**config.mk**
```make
export PLATFORM = sky130hd
export DESIGN_NAME = unicode_keystroke_sequencer
export DESIGN_NICKNAME = d
export VERILOG_FILES = /design/src/hw/rtl/uks_pkg.sv /design/src/hw/rtl/uks_ctrl.sv /design/src/hw/rtl/uks_dp.sv /design/src/hw/rtl/unicode_keystroke_sequencer.sv
export VERILOG_INCLUDE_DIRS = /design/src /design/src/hw/rtl
export SDC_FILE = /design/constraint.sdc
export NUM_CORES = 1
export LEC_CHECK = 0
export BUFFER_PORTS_ARGS = -buffer_cell sky130_fd_sc_hd__clkbuf_2
export CORE_UTILIZATION = 45
export DETAILED_ROUTE_END_ITERATION = 6
export GPL_TIMING_DRIVEN = 0
export PLACE_DENSITY = 0.67
export SYNTH_ARGS = -nofsm -noshare
export SYNTH_HDL_FRONTEND = slang
export SYNTH_SLANG_ARGS = --single-unit
```
**constraint.sdc**
```tcl
create_clock -name clock -period 3.6 [get_ports clock]
set_clock_uncertainty 0.1 [all_clocks]
set_input_delay 0.72 -clock clock [delete_from_list [all_inputs] [get_ports clock]]
set_output_delay 0.72 -clock clock [all_outputs]
set_load 0.01 [all_outputs]
```
**src/hw/rtl/unicode_keystroke_sequencer_defines.svh**
```systemverilog
// ----------------------------------------------------------------------------
// Unicode keystroke sequencer assertion macros
// Concurrent assertion wrappers that can be compiled out with ASSERT_OFF.
// ----------------------------------------------------------------------------
`ifndef UNICODE_KEYSTROKE_SEQUENCER_DEFINES_SVH
`define UNICODE_KEYSTROKE_SEQUENCER_DEFINES_SVH
`ifndef ASSERT_OFF
`define UKS_ASSERT_SAME(label, clk, rst, ante, cons) \
   label: assert property (@(posedge clk) disable iff (rst) (ante) |-> (cons)) \
      else $error("assertion failed");
`define UKS_ASSERT_NEXT(label, clk, rst, ante, cons) \
   label: assert property (@(posedge clk) disable iff (rst) (ante) |=> (cons)) \
      else $error("assertion failed");
`else
`define UKS_ASSERT_SAME(label, clk, rst, ante, cons)
`define UKS_ASSERT_NEXT(label, clk, rst, ante, cons)
`endif
`endif

```
**src/hw/rtl/uks_pkg.sv**
```systemverilog
// ----------------------------------------------------------------------------
// Unicode keystroke sequencer package
// Shared constants, types, the digit to key usage mapping and the host sequence lengths.
// ----------------------------------------------------------------------------
`default_nettype none

package uks_pkg;

   localparam int HEX_DIGITS = 8;
   localparam int MIN_DIGITS = 4;
   localparam int CP_W       = 32;
   localparam int NIB_W      = 4;
   localparam int HOLD_W     = HEX_DIGITS * NIB_W;
   localparam int IDX_W      = $clog2(HEX_DIGITS);

   localparam logic [1:0] OS_LINUX   = 2'd0;
   localparam logic [1:0] OS_WINDOWS = 2'd1;
   localparam logic [1:0] OS_OSX     = 2'd2;
   localparam logic [1:0] OS_OTHER   = 2'd3;

   localparam logic [2:0] MOD_NONE  = 3'h0;
   localparam logic [2:0] MOD_CTRL  = 3'h1;
   localparam logic [2:0] MOD_SHIFT = 3'h2;
   localparam logic [2:0] MOD_ALT   = 3'h4;

   localparam logic [7:0] USAGE_NONE   = 8'h00;
   localparam logic [7:0] USAGE_A      = 8'h04;
   localparam logic [7:0] USAGE_U      = 8'h18;
   localparam logic [7:0] USAGE_1      = 8'h1E;
   localparam logic [7:0] USAGE_0      = 8'h27;
   localparam logic [7:0] USAGE_SPACE  = 8'h2C;
   localparam logic [7:0] USAGE_KP_ADD = 8'h57;
   localparam logic [7:0] USAGE_KP_1   = 8'h59;
   localparam logic [7:0] USAGE_KP_0   = 8'h62;

   typedef enum logic [3:0] {
      ST_IDLE  = 4'b0001,
      ST_START = 4'b0010,
      ST_DIGIT = 4'b0100,
      ST_END   = 4'b1000
   } state_type;

   typedef struct packed {
      logic load;
      logic emit_start;
      logic emit_digit;
      logic emit_end;
      logic step_inc;
      logic step_clr;
      logic digit_next;
   } ctrl_cmd_type;

   typedef struct packed {
      logic start_empty;
      logic end_empty;
      logic start_step_last;
      logic digit_step_last;
      logic end_step_last;
      logic digit_last;
   } dp_status_type;

   function automatic logic [7:0] digit_usage(input logic [3:0] d, input logic keypad);
      logic [7:0] usage;
      if (d == 4'h0) begin
         usage = keypad ? USAGE_KP_0 : USAGE_0;
      end else if (d < 4'hA) begin
         usage = (keypad ? USAGE_KP_1 : USAGE_1) + {4'h0, d} - 8'h01;
      end else begin
         usage = USAGE_A + {4'h0, d} - 8'h0A;
      end
      return usage;
   endfunction

   function automatic logic [1:0] start_len(input logic [1:0] os);
      logic [1:0] len;
      unique case (os)
         OS_LINUX:   len = 2'd2;
         OS_WINDOWS: len = 2'd3;
         default:    len = 2'd0;
      endcase
      return len;
   endfunction

   function automatic logic [1:0] end_len(input logic [1:0] os);
      logic [1:0] len;
      unique case (os)
         OS_LINUX:   len = 2'd2;
         OS_WINDOWS: len = 2'd1;
         OS_OSX:     len = 2'd1;
         default:    len = 2'd0;
      endcase
      return len;
   endfunction

endpackage

`default_nettype wire

```
**src/hw/rtl/uks_ctrl.sv**
```systemverilog
// ----------------------------------------------------------------------------
// Unicode keystroke sequencer controller
// Walks the start, digit and end phases of one request.
// ----------------------------------------------------------------------------
`default_nettype none

module uks_ctrl
   import uks_pkg::*;
(
   input  wire logic          clock,
   input  wire logic          reset,
   input  wire logic          start,
   output logic               busy,
   input  dp_status_type      status,
   output ctrl_cmd_type       cmd
);

   state_type state_ff;
   state_type state_in;

   always_comb begin
      state_in = state_ff;
      cmd      = '0;
      unique case (state_ff)
         ST_IDLE: begin
            if (start) begin
               cmd.load = 1'b1;
               state_in = status.start_empty ? ST_DIGIT : ST_START;
            end
         end
         ST_START: begin
            cmd.emit_start = 1'b1;
            if (status.start_step_last) begin
               cmd.step_clr = 1'b1;
               state_in     = ST_DIGIT;
            end else begin
               cmd.step_inc = 1'b1;
            end
         end
         ST_DIGIT: begin
            cmd.emit_digit = 1'b1;
            if (status.digit_step_last) begin
               cmd.step_clr   = 1'b1;
               cmd.digit_next = 1'b1;
               if (status.digit_last) begin
                  state_in = status.end_empty ? ST_IDLE : ST_END;
               end
            end else begin
               cmd.step_inc = 1'b1;
            end
         end
         ST_END: begin
            cmd.emit_end = 1'b1;
            if (status.end_step_last) begin
               cmd.step_clr = 1'b1;
               state_in     = ST_IDLE;
            end else begin
               cmd.step_inc = 1'b1;
            end
         end
         default: begin
            state_in = ST_IDLE;
         end
      endcase
   end

   always_ff @(posedge clock) begin
      if (reset) begin
         state_ff <= ST_IDLE;
      end else begin
         state_ff <= state_in;
      end
   end

   assign busy = (state_ff != ST_IDLE);

endmodule

`default_nettype wire

```
**src/hw/rtl/uks_dp.sv**
```systemverilog
// ----------------------------------------------------------------------------
// Unicode keystroke sequencer datapath
// Holds the host register, the code point, the counters and the report register.
// ----------------------------------------------------------------------------
`default_nettype none

module uks_dp
   import uks_pkg::*;
(
   input  wire logic            clock,
   input  wire logic            reset,
   input  wire logic [CP_W-1:0] req_code_point,
   input  wire logic            csr_we,
   input  wire logic [1:0]      csr_wdata,
   input  ctrl_cmd_type         cmd,
   output dp_status_type        status,
   output logic                 rsp_valid,
   output logic [2:0]           rsp_modifier_set,
   output logic [7:0]           rsp_key_usage,
   output logic                 rsp_last_report
);

   logic [1:0]        host_os_ff;
   logic [1:0]        host_os_in;
   logic [HOLD_W-1:0] cp_ff;
   logic [HOLD_W-1:0] cp_in;
   logic [IDX_W-1:0]  idx_ff;
   logic [IDX_W-1:0]  idx_in;
   logic [1:0]        step_ff;
   logic [1:0]        step_in;
   logic              valid_ff;
   logic              valid_in;
   logic [2:0]        mod_ff;
   logic [2:0]        mod_in;
   logic [7:0]        key_ff;
   logic [7:0]        key_in;
   logic              last_ff;
   logic              last_in;

   logic [IDX_W-1:0]  top_idx;
   logic [NIB_W-1:0]  nib [HEX_DIGITS];
   logic [NIB_W-1:0]  cur_nib;
   logic [2:0]        held;
   logic [1:0]        s_len;
   logic [1:0]        e_len;

   always_comb begin
      top_idx = IDX_W'(MIN_DIGITS - 1);
      for (int i = 0; i < HEX_DIGITS; i++) begin
         if ((i >= MIN_DIGITS) && (req_code_point[i*NIB_W +: NIB_W] != '0)) begin
            top_idx = IDX_W'(i);
         end
      end
   end

   always_comb begin
      for (int i = 0; i < HEX_DIGITS; i++) begin
         nib[i] = cp_ff[i*NIB_W +: NIB_W];
      end
   end

   assign cur_nib = nib[idx_ff];
   assign s_len   = start_len(host_os_ff);
   assign e_len   = end_len(host_os_ff);
   assign held    = ((host_os_ff == OS_WINDOWS) || (host_os_ff == OS_OSX)) ? MOD_ALT : MOD_NONE;

   always_comb begin
      status.start_empty     = (s_len == 2'd0);
      status.end_empty       = (e_len == 2'd0);
      status.digit_last      = (idx_ff == '0);
      status.start_step_last = (step_ff == s_len - 2'd1);
      status.digit_step_last = (step_ff == 2'd1);
      status.end_step_last   = (step_ff == e_len - 2'd1);
   end

   always_comb begin
      host_os_in = csr_we ? csr_wdata : host_os_ff;
      cp_in      = cmd.load ? req_code_point[HOLD_W-1:0] : cp_ff;
      idx_in     = idx_ff;
      if (cmd.load) begin
         idx_in = top_idx;
      end else if (cmd.digit_next) begin
         idx_in = idx_ff - IDX_W'(1);
      end
      step_in = step_ff;
      if (cmd.step_clr || cmd.load) begin
         step_in = 2'd0;
      end else if (cmd.step_inc) begin
         step_in = step_ff + 2'd1;
      end
   end

   always_comb begin
      mod_in = MOD_NONE;
      key_in = USAGE_NONE;
      if (cmd.emit_start) begin
         if (host_os_ff == OS_LINUX) begin
            if (step_ff == 2'd0) begin
               mod_in = MOD_CTRL | MOD_SHIFT;
               key_in = USAGE_U;
            end
         end else begin
            mod_in = MOD_ALT;
            if (step_ff == 2'd1) begin
               key_in = USAGE_KP_ADD;
            end
         end
      end else if (cmd.emit_digit) begin
         mod_in = held;
         if (step_ff == 2'd0) begin
            key_in = digit_usage(cur_nib, host_os_ff == OS_WINDOWS);
         end
      end else if (cmd.emit_end) begin
         if ((host_os_ff == OS_LINUX) && (step_ff == 2'd0)) begin
            key_in = USAGE_SPACE;
         end
      end
      valid_in = cmd.emit_start | cmd.emit_digit | cmd.emit_end;
      last_in  = (cmd.emit_end && status.end_step_last)
               || (cmd.emit_digit && status.digit_step_last && status.digit_last
                   && status.end_empty);
   end

   always_ff @(posedge clock) begin
      if (reset) begin
         host_os_ff <= OS_LINUX;
         idx_ff     <= '0;
         step_ff    <= 2'd0;
         valid_ff   <= 1'b0;
      end else begin
         host_os_ff <= host_os_in;
         idx_ff     <= idx_in;
         step_ff    <= step_in;
         valid_ff   <= valid_in;
      end
   end

   always_ff @(posedge clock) begin
      cp_ff   <= cp_in;
      mod_ff  <= mod_in;
      key_ff  <= key_in;
      last_ff <= last_in;
   end

   assign rsp_valid        = valid_ff;
   assign rsp_modifier_set = mod_ff;
   assign rsp_key_usage    = key_ff;
   assign rsp_last_report  = last_ff;

endmodule

`default_nettype wire

```
**src/hw/rtl/unicode_keystroke_sequencer.sv**
```systemverilog
// ----------------------------------------------------------------------------
// Unicode keystroke sequencer
// Turns one code point into the keyboard reports that type it on a host.
// ----------------------------------------------------------------------------
// A request is taken at a rising edge with start high and busy low; the code
// point is sampled on req_code_point at that edge. The block then emits its
// run of reports, one per cycle, each shown for one cycle with rsp_valid
// high; rsp_last_report marks the final one. At the accepting edge the
// controller leaves idle; the report register then loads the first report.
// A run is 8 to 20 reports: the host start sequence, two reports per hex
// digit (at least four digits, leading zeros dropped) and the host end
// sequence. Busy stays high while the controller walks its phases and is
// low again when the final report is shown, so the next request can be
// taken while that report is on the ports. The receiver cannot stall;
// every report must be taken when shown. The host system is written
// through csr_we and csr_wdata; the user must do so only while idle, as
// the block does not enforce it. Reset returns the controller to idle,
// clears the output strobe and sets the host system to linux.
// ----------------------------------------------------------------------------
`default_nettype none
`include "unicode_keystroke_sequencer_defines.svh"

module unicode_keystroke_sequencer
   import uks_pkg::*;
(
   input  wire logic            clock,
   input  wire logic            reset,
   input  wire logic            start,
   output logic                 busy,
   input  wire logic [CP_W-1:0] req_code_point,
   input  wire logic            csr_we,
   input  wire logic [1:0]      csr_wdata,
   output logic                 rsp_valid,
   output logic [2:0]           rsp_modifier_set,
   output logic [7:0]           rsp_key_usage,
   output logic                 rsp_last_report
);

   ctrl_cmd_type  cmd;
   dp_status_type status;

   uks_ctrl u_ctrl (
      .clock  (clock),
      .reset  (reset),
      .start  (start),
      .busy   (busy),
      .status (status),
      .cmd    (cmd)
   );

   uks_dp u_dp (
      .clock            (clock),
      .reset            (reset),
      .req_code_point   (req_code_point),
      .csr_we           (csr_we),
      .csr_wdata        (csr_wdata),
      .cmd              (cmd),
      .status           (status),
      .rsp_valid        (rsp_valid),
      .rsp_modifier_set (rsp_modifier_set),
      .rsp_key_usage    (rsp_key_usage),
      .rsp_last_report  (rsp_last_report)
   );

   `UKS_ASSERT_SAME(a_last_when_idle, clock, reset, rsp_valid && rsp_last_report, !busy)
   `UKS_ASSERT_SAME(a_last_is_valid, clock, reset, rsp_last_report, rsp_valid)
   `UKS_ASSERT_NEXT(a_accept_busy, clock, reset, start && !busy, busy && !rsp_valid)
   `UKS_ASSERT_NEXT(a_busy_emits, clock, reset, busy && $past(busy), rsp_valid)

endmodule

`default_nettype wire

```
# == Word level (Yosys, flattened, before mapping) ==
# Index checks and enable logic that the tools add are counted.
# totals
reg_bits,56
in_bits,38
output_inout_bits,14
elab_cells,108
# classes
add_sub_neg,8
magnitude_cmp,2
eq_ne,15
n_mux,49
n_bitwise,3
n_reduce_logical,22
# op_table
op,count
$mux W8,7
$mux W3,11
$mux W4,8
$mux W7,3
$pmux W4 S4,1
$reduce_bool A4 Y1,4
$bmux W4 S3,1
$mux W1,11
$add A8 B4 Y8,1
$logic_not A2 Y1,4
$pmux W2 S2,2
$sub A8 B1 Y8 const B,1
$sub A8 B4 Y8 const B,1
$mux W6,1
$ne A2 B1 Y1 const B,3
$pmux W2 S3,1
$add A3 B4 Y5 const A,1
$logic_and A1 B1 Y1,5
$mux W5,1
$reduce_and A5 Y1,1
$eq A2 B1 Y1 const B,2
$eq A2 B2 Y1,2
$eq A4 B1 Y1 const B,1
$eq A4 B2 Y1 const B,1
18 further kinds,25

# == Depth between registers and ports, before layout ==
# Gate-level depths: netlist of the first run.
# logic_depth
depth_word,11
depth_mapped,12
mapped_depth_nobuf,12

# == Hierarchy ==
# A second synthesis of the first run with hierarchy kept.
# unflattened
hier_cells,233
hier_area_um2,2807.7
# by_module_without_submodules
module,n_inst,cells_per_inst,area_each_um2
uks_dp,1,185,2438.6
uks_ctrl,1,48,369.1

# == Worst setup path after synthesis of the first run ==
# Ideal clock, no wire load.
# synth_path
path_type,flip-flop to flip-flop
start,register u_dp.idx_ff[0]
end,"register u_dp.key_ff[3], in the netlist u_dp.rsp_key_usage[3]"
setup_ps,120
arrival_time_ps,2781
slack_ps,600
path_stages_with_launch,11
synth_period_minus_slack_ps,3000
cell_sequence,dfxtp_1 > buf_6 > mux4_1 > mux2i_1 > ha_1 > inv_1 > fa_1 > inv_1 > fa_1 > mux2i_1 > a211o_1
# synth_via
elab_chain_cells,11
elab_cells_between_ends,15
# synth_lines
item,line_no,source
from (decl),uks_dp.sv:27,logic [IDX_W-1:0] idx_ff;
from (signal assigned),uks_dp.sv:132,idx_ff <= idx_in;
$not A3 Y4 (not written as such) *,uks_dp.sv:62,assign cur_nib = nib[idx_ff];
$bmux W4 S3 *,uks_dp.sv:62,
$mux W4 (not written as such) * (2 in series),uks_dp.sv:62,
$add A8 B4 Y8 / $add A3 B4 Y5 (equally long branches),"uks_pkg.sv:67, uks_pkg.sv:69",
$sub A8 B1 Y8 / $sub A8 B4 Y8 (equally long branches),"uks_pkg.sv:67, uks_pkg.sv:69",
$mux W8,uks_pkg.sv:66,end else if (d < 4'hA) begin
$mux W8 *,uks_pkg.sv:64,if (d == 4'h0) begin
$mux W8 *,uks_dp.sv:110,if (step_ff == 2'd0) begin
$mux W8 *,uks_dp.sv:108,end else if (cmd.emit_digit) begin
$mux W8 *,uks_dp.sv:96,if (cmd.emit_start) begin
via u_dp.key_in[3],uks_dp.sv:36,logic [7:0] key_in;
to (signal assigned),uks_dp.sv:141,key_ff <= key_in;
to (decl),uks_dp.sv:35,logic [7:0] key_ff;
# The timed path passes the listed nets; every way through them passes the cells marked *. The select of a mux whose other input is x is not followed.
# A chain may end at the register's enable or synchronous reset.

# == Worst setup path in the final report of the first run ==
# Ends and elaborated chain as after synthesis.

==> results list, run 1 <==
- The flow ran to the end, and the final reports show no timing, DRC or antenna violations.
- Clock tree synthesis found a total of 55 sinks.
* Count of non-filler cells in the finished layout: 352
- Part of the power in combinational logic: 46.5%
- Slowest cell on the critical path: sky130_fd_sc_hd__mux4_1
- CTS max path bufs: 2
- At the worst endpoint, the arrival time is 3.38 ns.
- The count of pins over their slew limit was 0.
- Total Routing Usage GR: 16.6%
- Compared with the post-synthesis result, the final layout area differs by 16.4%.
- The number of antenna diodes in the final layout is 0.
- Proportion of synthesized chip area in sequential cells: 52.0%
- For this block, the via count after detailed routing is 1857.
- At the pin with the least slew margin, the transition time is 1.24 ns.
* Power consumption: 2.43 mW
- Count of cells resized by post-cts repair: 0
* Synth Cell Area: 0.00273 mm²
- Period utilization: 91.0%
- Via density per instance: 5.28
- In this run the post-CTS setup repair buffer count came out at 0.
* Number of I/O pins: 52
* Count of flip-flops with a built-in enable after synthesis: 32
- The finished cells cover 0.00318 mm².
- Drt drc: 0
* Placed cell count: 344
- Violation count after the first detailed-routing iteration: 85
- After routing, the total negative slack on setup checks comes to 0 ns.
- The critical path is of the reg2reg type.
- Of the cells placed in the final design, the portion with a size suffix greater than 1 is 24.5%.
- Antenna violations before repair: 0
- After synthesis the netlist holds a flip-flop and latch count of 55.
* Cell accounting for the most synthesized area: sky130_fd_sc_hd__edfxtp_1
* Total gr overflow: 0
* Placement row count: 28
- After synthesis, the largest area contributor takes up 35.1% of total cell area.
* Antenna viol nets, final: 0
- After floorplanning, the core was sized to cover 0.00589 mm².
* Number of instances in the synthesized netlist: 218
- A synthesized cell averages 12.5 µm².
- Worst IR drop on VDD: 0.338 mV
- In the final routed layout, each cell accounts on average for 13.5 µm.
* Min-Delay Path Class: reg2reg
* Placement-stage cell area: 0.00308 mm²
* Net switching power of the design: 0.925 mW
* Critical path capture point type: flip-flop
* Gpl congestion: 0.792
- Post-cts hold buffer count: 0
- Overall die width: 79.9 µm
- Global-route wire length before repair: 7960 µm
* Max transition margin: 17.4%
- Proportion of synthesized flip-flops having asynchronous set or reset: 0%
* Cells taking the most area after synthesis: sky130_fd_sc_hd__edfxtp_1 (35%), sky130_fd_sc_hd__dfxtp_1 (17%), sky130_fd_sc_hd__ha_1 (8.7%)
- Synthesis instantiated 44 different standard cells from the library.
- Timing would allow up to 305 MHz.
- The floorplan step defined a die boundary enclosing 0.00639 mm².
- The worst setup path is launched from a flip-flop.
- Data required time at the worst endpoint: 3.70 ns
- In this run the worst path has a maximum fanout of 10.
- TritonCTS clock tree: built
* Setup repair after global routing missed its margin: false
- DRT Pass-1 Iters: 4
- Primary FF master, synth: sky130_fd_sc_hd__edfxtp_1
- Height of the chip: 79.9 µm
- Post-DP HPWL: 3600 µm
- During placement, the flow inserted port buffers numbering 51.
* Critical Path, Cell by Cell: buf_6, mux4_1, mux2i_1, ha_1, inv_1, fa_1, inv_1, fa_1, mux2i_1, a211o_1
* Pin count of the biggest net entering global routing: 35
* Count of nets after finishing: 336
- In this run, flip-flops and latches consume 38.0% of the power.
- Ys Warns: 0
- Leakage power: 1.38 nW
* Starting density of the core: 46.4%
- Routed Wire Length: 4760 µm
- Setup violations remaining at the end of the flow were counted as 0.
- Max-cap violations in this run came to 0.
- Final Critical Period: 3.28 ns
* H-Tree Depth: 2
- The clock network accounts for 15.4% of the total power.
* Clock buffers created by TritonCTS: 5
- Crit-path max cell delay: 0.57 ns
* Number of global-route vias before repair: 1740
- Ranking of synthesized cells by instance count: sky130_fd_sc_hd__edfxtp_1 (32), sky130_fd_sc_hd__dfxtp_1 (23), sky130_fd_sc_hd__inv_1 (23), sky130_fd_sc_hd__nor2_1 (20), sky130_fd_sc_hd__ha_1 (19)
- Hold is met by 0.465 ns.
* Clock tree root buffer cell: sky130_fd_sc_hd__clkbuf_8
- Clk_lat worst skew: 0.32 ns
* Post-Synthesis Net Count: 278
- Power spread over the standard cell area amounts to 763 mW/mm².
- Final count of hold timing violations: 0
- Switching part of the total power: 38.1%
* Top-count cell post-synth: sky130_fd_sc_hd__edfxtp_1
- Worst-path clk slew: 0.11 ns
- Cell internal power dissipation: 1.50 mW
## power groups by stage
stage	clock network [mW]	registers (mW)	logic, mW
4_1_cts	0.381	0.925	1.14
3_3_place_gp	0	0.932	1.11
6_report	0.375	0.924	1.13
2_1_floorplan	0	0.927	0.865
5_1_grt	0.414	0.942	1.26
3_5_place_dp	0	0.939	1.13
## metrics by stage
step,setup WS (ns),utilization [%]
5_1_grt,0.103,54.1
4_1_cts,0.271,54.1
3_3_place_gp,0.340,52.4
6_report,0.324,54.1
2_1_floorplan,0.600,-
3_5_place_dp,0.301,52.4
## flip-flops by register name, summed over array words and instances, names as in the netlist
register and cells:
u_dp.rsp_modifier_set 2, u_ctrl.state_ff 4, u_dp.cp_ff 32, u_dp.host_os_ff 2, u_dp.rsp_valid 1, u_dp.step_ff 2, u_dp.rsp_key_usage 8, u_dp.idx_ff 3
u_dp.rsp_last_report 1
## worst max-delay path: cells and delay by family, from the launching register on
family                     cells  cell delay [ns]
buffers and inverters          3             0.32
DFF                            1             0.38
muxes                          3             1.09
AOI/OAI and AO/OA              1             0.29
adders and majority gates      3             0.97
## final cells by class
type,instances,area (µm²)
fillers,528,2700
multi-input cells,134,1190
flip-flops and latches,55,1420
repair buffers,51,255
clock inverters,2,17.5
well taps,75,93.8
clock buffers,6,82.6
plain buffers,6,35.0
inverters,23,86.3
## path summary, 6_finish.rpt
check | start | slack (ns) | endpoint | depth (start not counted)
worst max register to register | u_dp.idx_ff[0]$_SDFFE_PP0P_ | 0.32 | u_dp.rsp_key_usage[3]$_DFF_P_ | 10
worst max-delay path | u_dp.idx_ff[0]$_SDFFE_PP0P_ | 0.32 | u_dp.rsp_key_usage[3]$_DFF_P_ | 10
worst min-delay path | u_ctrl.state_ff[2]$_SDFFE_PP0P_ | 0.47 | u_ctrl.state_ff[2]$_SDFFE_PP0P_ | 2
worst min register to register | u_ctrl.state_ff[2]$_SDFFE_PP0P_ | 0.47 | u_ctrl.state_ff[2]$_SDFFE_PP0P_ | 2
## kinds of logic after synthesis
kind of cell               count (synthesis)  synth area share (%)
xor gates and xnor gates                   7                  2.24
AOI/OAI and AO/OA                         31                  8.65
buffers and inverters                     29                  4.44
muxes                                     21                  11.7
DFF                                       55                  52.0
and+or+nand+nor                           53                  10.1
adders and majority gates                 22                  10.9
## metal layers
layer / part of all wire (%) / GRT usage (%) / vias to the layer above
met5: 0 / 0 / -
met4: 1.4 / 5.89 / 0
met3: 5.1 / 4.23 / 6
met2: 45 / 26.5 / 62
met1: 49 / 21.9 / 867
li1: - / - / 922
## placed cells by master (no fill, tap or decap), types with 3 or more instances in the layout
cell / instances
sky130_fd_sc_hd__clkbuf_1: 3
sky130_fd_sc_hd__edfxtp_1: 32
sky130_fd_sc_hd__nand2_1: 9
sky130_fd_sc_hd__mux4_1: 6
sky130_fd_sc_hd__a21oi_1: 6
sky130_fd_sc_hd__nor2_1: 20
sky130_fd_sc_hd__fa_1: 3
sky130_fd_sc_hd__nor3_1: 4
sky130_fd_sc_hd__xnor2_1: 4
sky130_fd_sc_hd__inv_1: 23
sky130_fd_sc_hd__dfxtp_1: 23
sky130_fd_sc_hd__or4_1: 3
sky130_fd_sc_hd__ha_1: 19
sky130_fd_sc_hd__a31oi_1: 3
sky130_fd_sc_hd__xor2_1: 3
sky130_fd_sc_hd__clkbuf_2: 51
sky130_fd_sc_hd__nor4_1: 3
sky130_fd_sc_hd__a211oi_1: 3
sky130_fd_sc_hd__clkbuf_8: 6
sky130_fd_sc_hd__mux2i_1: 14
sky130_fd_sc_hd__a211o_1: 4
Note: power is estimated with default switching activity, not from simulation.
==> run 2, diff against run 1 <==
- CELL_PAD_IN_SITES_DETAIL_PLACEMENT: default -> 2
- CELL_PAD_IN_SITES_GLOBAL_PLACEMENT: default -> 2
- CORE_UTILIZATION: 45 -> 33
- PLACE_DENSITY: 0.67 -> 0.72
- SKIP_CTS_REPAIR_TIMING: default -> 1
==> results list, run 2 (synthesized netlist as in run 1, its figures left out) <==
* Highest clock frequency the design can meet: 295 MHz (was 305 MHz)
- The leakage component of the power was 1.37 nW (was 1.38 nW).
- The signed area change from the synthesized netlist to the final layout came to 17.3% (was 16.4%).
- The post-layout minimum cycle time was 3.39 ns (was 3.28 ns).
- The number of detailed-routing iterations run before antenna repair is 3 (was 4).
* Area of the placeable core: 0.00789 mm² (was 0.00589 mm²)
* Antenna violations before repair: 0 (unchanged)
- Via density per instance: 5.02 (was 5.28)
- The worst hold-check path type was reg2reg (unchanged).
- The commonest non-fill, non-tap cell in the layout was sky130_fd_sc_hd__clkbuf_2 (unchanged).
* Gpl congestion: 0.717 (was 0.792)
- The setup violation total in the final timing report was 0 (unchanged).
- DIE AREA: 0.00865 mm² (was 0.00639 mm²)
- The data required time at the worst endpoint came to 3.76 ns (was 3.70 ns).
- The remaining global-route overflow is 0 (unchanged).
- Setup TNS: 0 ns (unchanged)
- The largest register by flop count is u_dp.cp_ff (unchanged).
- Critical path capture point type: flip-flop (unchanged)
- The clock buffer count from CTS was 5 (unchanged).
* Clock tree root buffer cell: sky130_fd_sc_hd__clkbuf_8 (unchanged)
* Drt drc: 0 (unchanged)
- The area occupied by registers was 0.00142 mm² (unchanged).
* Worst-path fanout max: 10 (unchanged)
- The count of antenna diodes in the layout came to 0 (unchanged).
- The reg-to-reg critical path startpoint is u_dp.idx_ff[0]$_SDFFE_PP0P_ (unchanged).
- TritonCTS clock tree: built (unchanged)
- Number of filler instances in the final layout: 824 (was 528)
- Actual transition at the worst max-transition pin: 1.27 ns (was 1.24 ns)
- The overall routing resource usage is 15.5% (was 16.6%).
- Routed Wire Length: 6240 µm (was 4760 µm)
- The sum of internal, switching and leakage power was 2.46 mW (was 2.43 mW).
* Smallest setup slack after layout: 0.205 ns (was 0.324 ns)
- Critical path launch point: u_dp.idx_ff[0]$_SDFFE_PP0P_ (unchanged)
* Placement row count: 32 (was 28)
- Result of the run: finished, final reports clean (unchanged)
- Period utilization: 94.3% (was 91.0%)
* Number of flip-flops under the largest register name: 32 (unchanged)
* Average wire length per cell after detail routing: 16.5 µm (was 13.5 µm)
- Critical path class: reg2reg (unchanged)
* Number of sinks on the clock net: 55 (unchanged)
- The final layout net count was 336 (unchanged).
* R2r worst-path depth: 11 (was 10)
- Post-Route Hold Slack: 0.466 ns (was 0.465 ns)
* Number of global-route vias before repair: 2063 (was 1740)
* Layout Cell Area excl Fill: 0.00321 mm² (was 0.00318 mm²)
- Setup repair after global routing missed its margin: false (unchanged).
- Type of element launching the critical path: flip-flop (unchanged)
- Reg-to-reg critical path endpoint: u_dp.rsp_key_usage[3]$_DFF_P_ (unchanged)
- Commonest cells after routing, fill and taps aside: sky130_fd_sc_hd__clkbuf_2 (51), sky130_fd_sc_hd__edfxtp_1 (32), sky130_fd_sc_hd__inv_1 (23), sky130_fd_sc_hd__dfxtp_1 (23), sky130_fd_sc_hd__nor2_1 (20) (unchanged)
* Final count of hold timing violations: 0 (unchanged)
- The power density normalized to cell area is 768 mW/mm² (was 763 mW/mm²).
- Fraction of final layout cells sized beyond drive strength 1: 24.5% (unchanged)
* Pin count of the biggest net entering global routing: 35 (unchanged)
- Number of I/O pins: 52 (unchanged)
- The max-capacitance violation count is 0 (unchanged).
- The worst slew margin relative to its limit is 15.3% (was 17.4%).
- The die outline width was 93.0 µm (was 79.9 µm).
* IO Port Bufs: 51 (unchanged)
- The maximum buffer depth of the clock tree was 2 (unchanged).
* Total vias in the final route: 1904 (was 1857)
- Post-Place Setup Slack: 0.216 ns (was 0.301 ns)
- The count of pins over their slew limit came to 0 (unchanged).
- Worst IR drop on VDD: 0.282 mV (was 0.338 mV)
- The endpoint of the most critical setup path is u_dp.rsp_key_usage[3]$_DFF_P_ (unchanged).
- The die extent in y was 93.0 µm (was 79.9 µm).
* Setup slack of the worst register-to-register path: 0.21 ns (was 0.32 ns)
- Worst-path clk slew: 0.11 ns (about the same)
- Hold Path Stages: 2 (unchanged)
- Antenna viol nets, final: 0 (unchanged)
- The post-placement cell area came to 0.00312 mm² (was 0.00308 mm²).
- Global-route wire length before repair: 10300 µm (was 7960 µm)
- The area occupied by multi-input gates is 0.00119 mm² (unchanged).
- The clock latency reported for the late side of the worst-skew pair came to 0.31 ns (was 0.32 ns).
* Post-DP HPWL: 5010 µm (was 3600 µm)
- CP arrival: 3.56 ns (was 3.38 ns)
- The initial detailed-routing violation count was 43 (was 85).
- The deepest level of the CTS H-tree is 2 (unchanged).
- Starting density of the core: 34.7% (was 46.4%)
[run 2: cell types whose count changed in the layout (fill, tap and decap cells not counted)]
cell / before / now
sky130_fd_sc_hd__clkbuf_8: 6 / 5
sky130_fd_sc_hd__clkinv_2: 0 / 1
[run 2: layout make-up]
cell class / instances / area share [%]
clock inverters: 3 / 0.702
plain buffers: 6 / 1.09
inverters: 23 / 2.69
flip-flops and latches: 55 / 44.3
repair buffers: 51 / 7.96
multi-input cells: 134 / 37.1
well taps: 102 / 3.98
clock buffers: 5 / 2.15
[run 2: worst min path at each step]
stage | startpoint | to | slack (ns)
2_1_floorplan | u_ctrl.state_ff[2]$_SDFFE_PP0P_ | u_ctrl.state_ff[2]$_SDFFE_PP0P_ | 0.41
3_3_place_gp | u_ctrl.state_ff[2]$_SDFFE_PP0P_ | u_ctrl.state_ff[2]$_SDFFE_PP0P_ | 0.44
3_5_place_dp | u_ctrl.state_ff[2]$_SDFFE_PP0P_ | u_ctrl.state_ff[2]$_SDFFE_PP0P_ | 0.46
4_1_cts | req_code_point[4] | u_dp.cp_ff[4]$_DFFE_PP_ | 0.47
5_1_grt | req_code_point[10] | u_dp.cp_ff[10]$_DFFE_PP_ | 0.46
6_report | u_ctrl.state_ff[2]$_SDFFE_PP0P_ | u_ctrl.state_ff[2]$_SDFFE_PP0P_ | 0.47
[run 2: per-layer routing]
metal	GRT usage, %	wire, µm
met4	4.23	87
met1	18.8	2800
met5	0	0
met3	2.93	216
met2	28.1	3130
[run 2: metrics by stage]
| step | cells | utilization, % |
|---|---|---|
| after floorplan | 218 | - |
| after global placement | 371 | 39.5 |
| after detailed placement | 371 | 39.5 |
| after CTS | 379 | 40.7 |
| after global routing | 379 | 40.7 |
| final | 379 | 40.7 |
[run 2: worst max-delay path, stage by stage (launching register included)]
cell	delay, ns
sky130_fd_sc_hd__dfxtp_1	0.38
sky130_fd_sc_hd__buf_6	0.19
sky130_fd_sc_hd__mux4_1	0.63
sky130_fd_sc_hd__mux2i_1	0.42
sky130_fd_sc_hd__ha_1	0.24
sky130_fd_sc_hd__inv_1	0.05
sky130_fd_sc_hd__ha_1	0.20
sky130_fd_sc_hd__fa_1	0.37
sky130_fd_sc_hd__inv_1	0.08
sky130_fd_sc_hd__fa_1	0.41
sky130_fd_sc_hd__mux2i_1	0.14
sky130_fd_sc_hd__a211o_1	0.13
[run 2: power breakdown]
group / internal (mW) / total (mW) / switching (mW) / leakage (nW)
Combinational: 0.480 / 1.17 / 0.689 / 0.836
Sequential: 0.866 / 0.933 / 0.0662 / 0.488
Clock: 0.142 / 0.361 / 0.220 / 0.0489
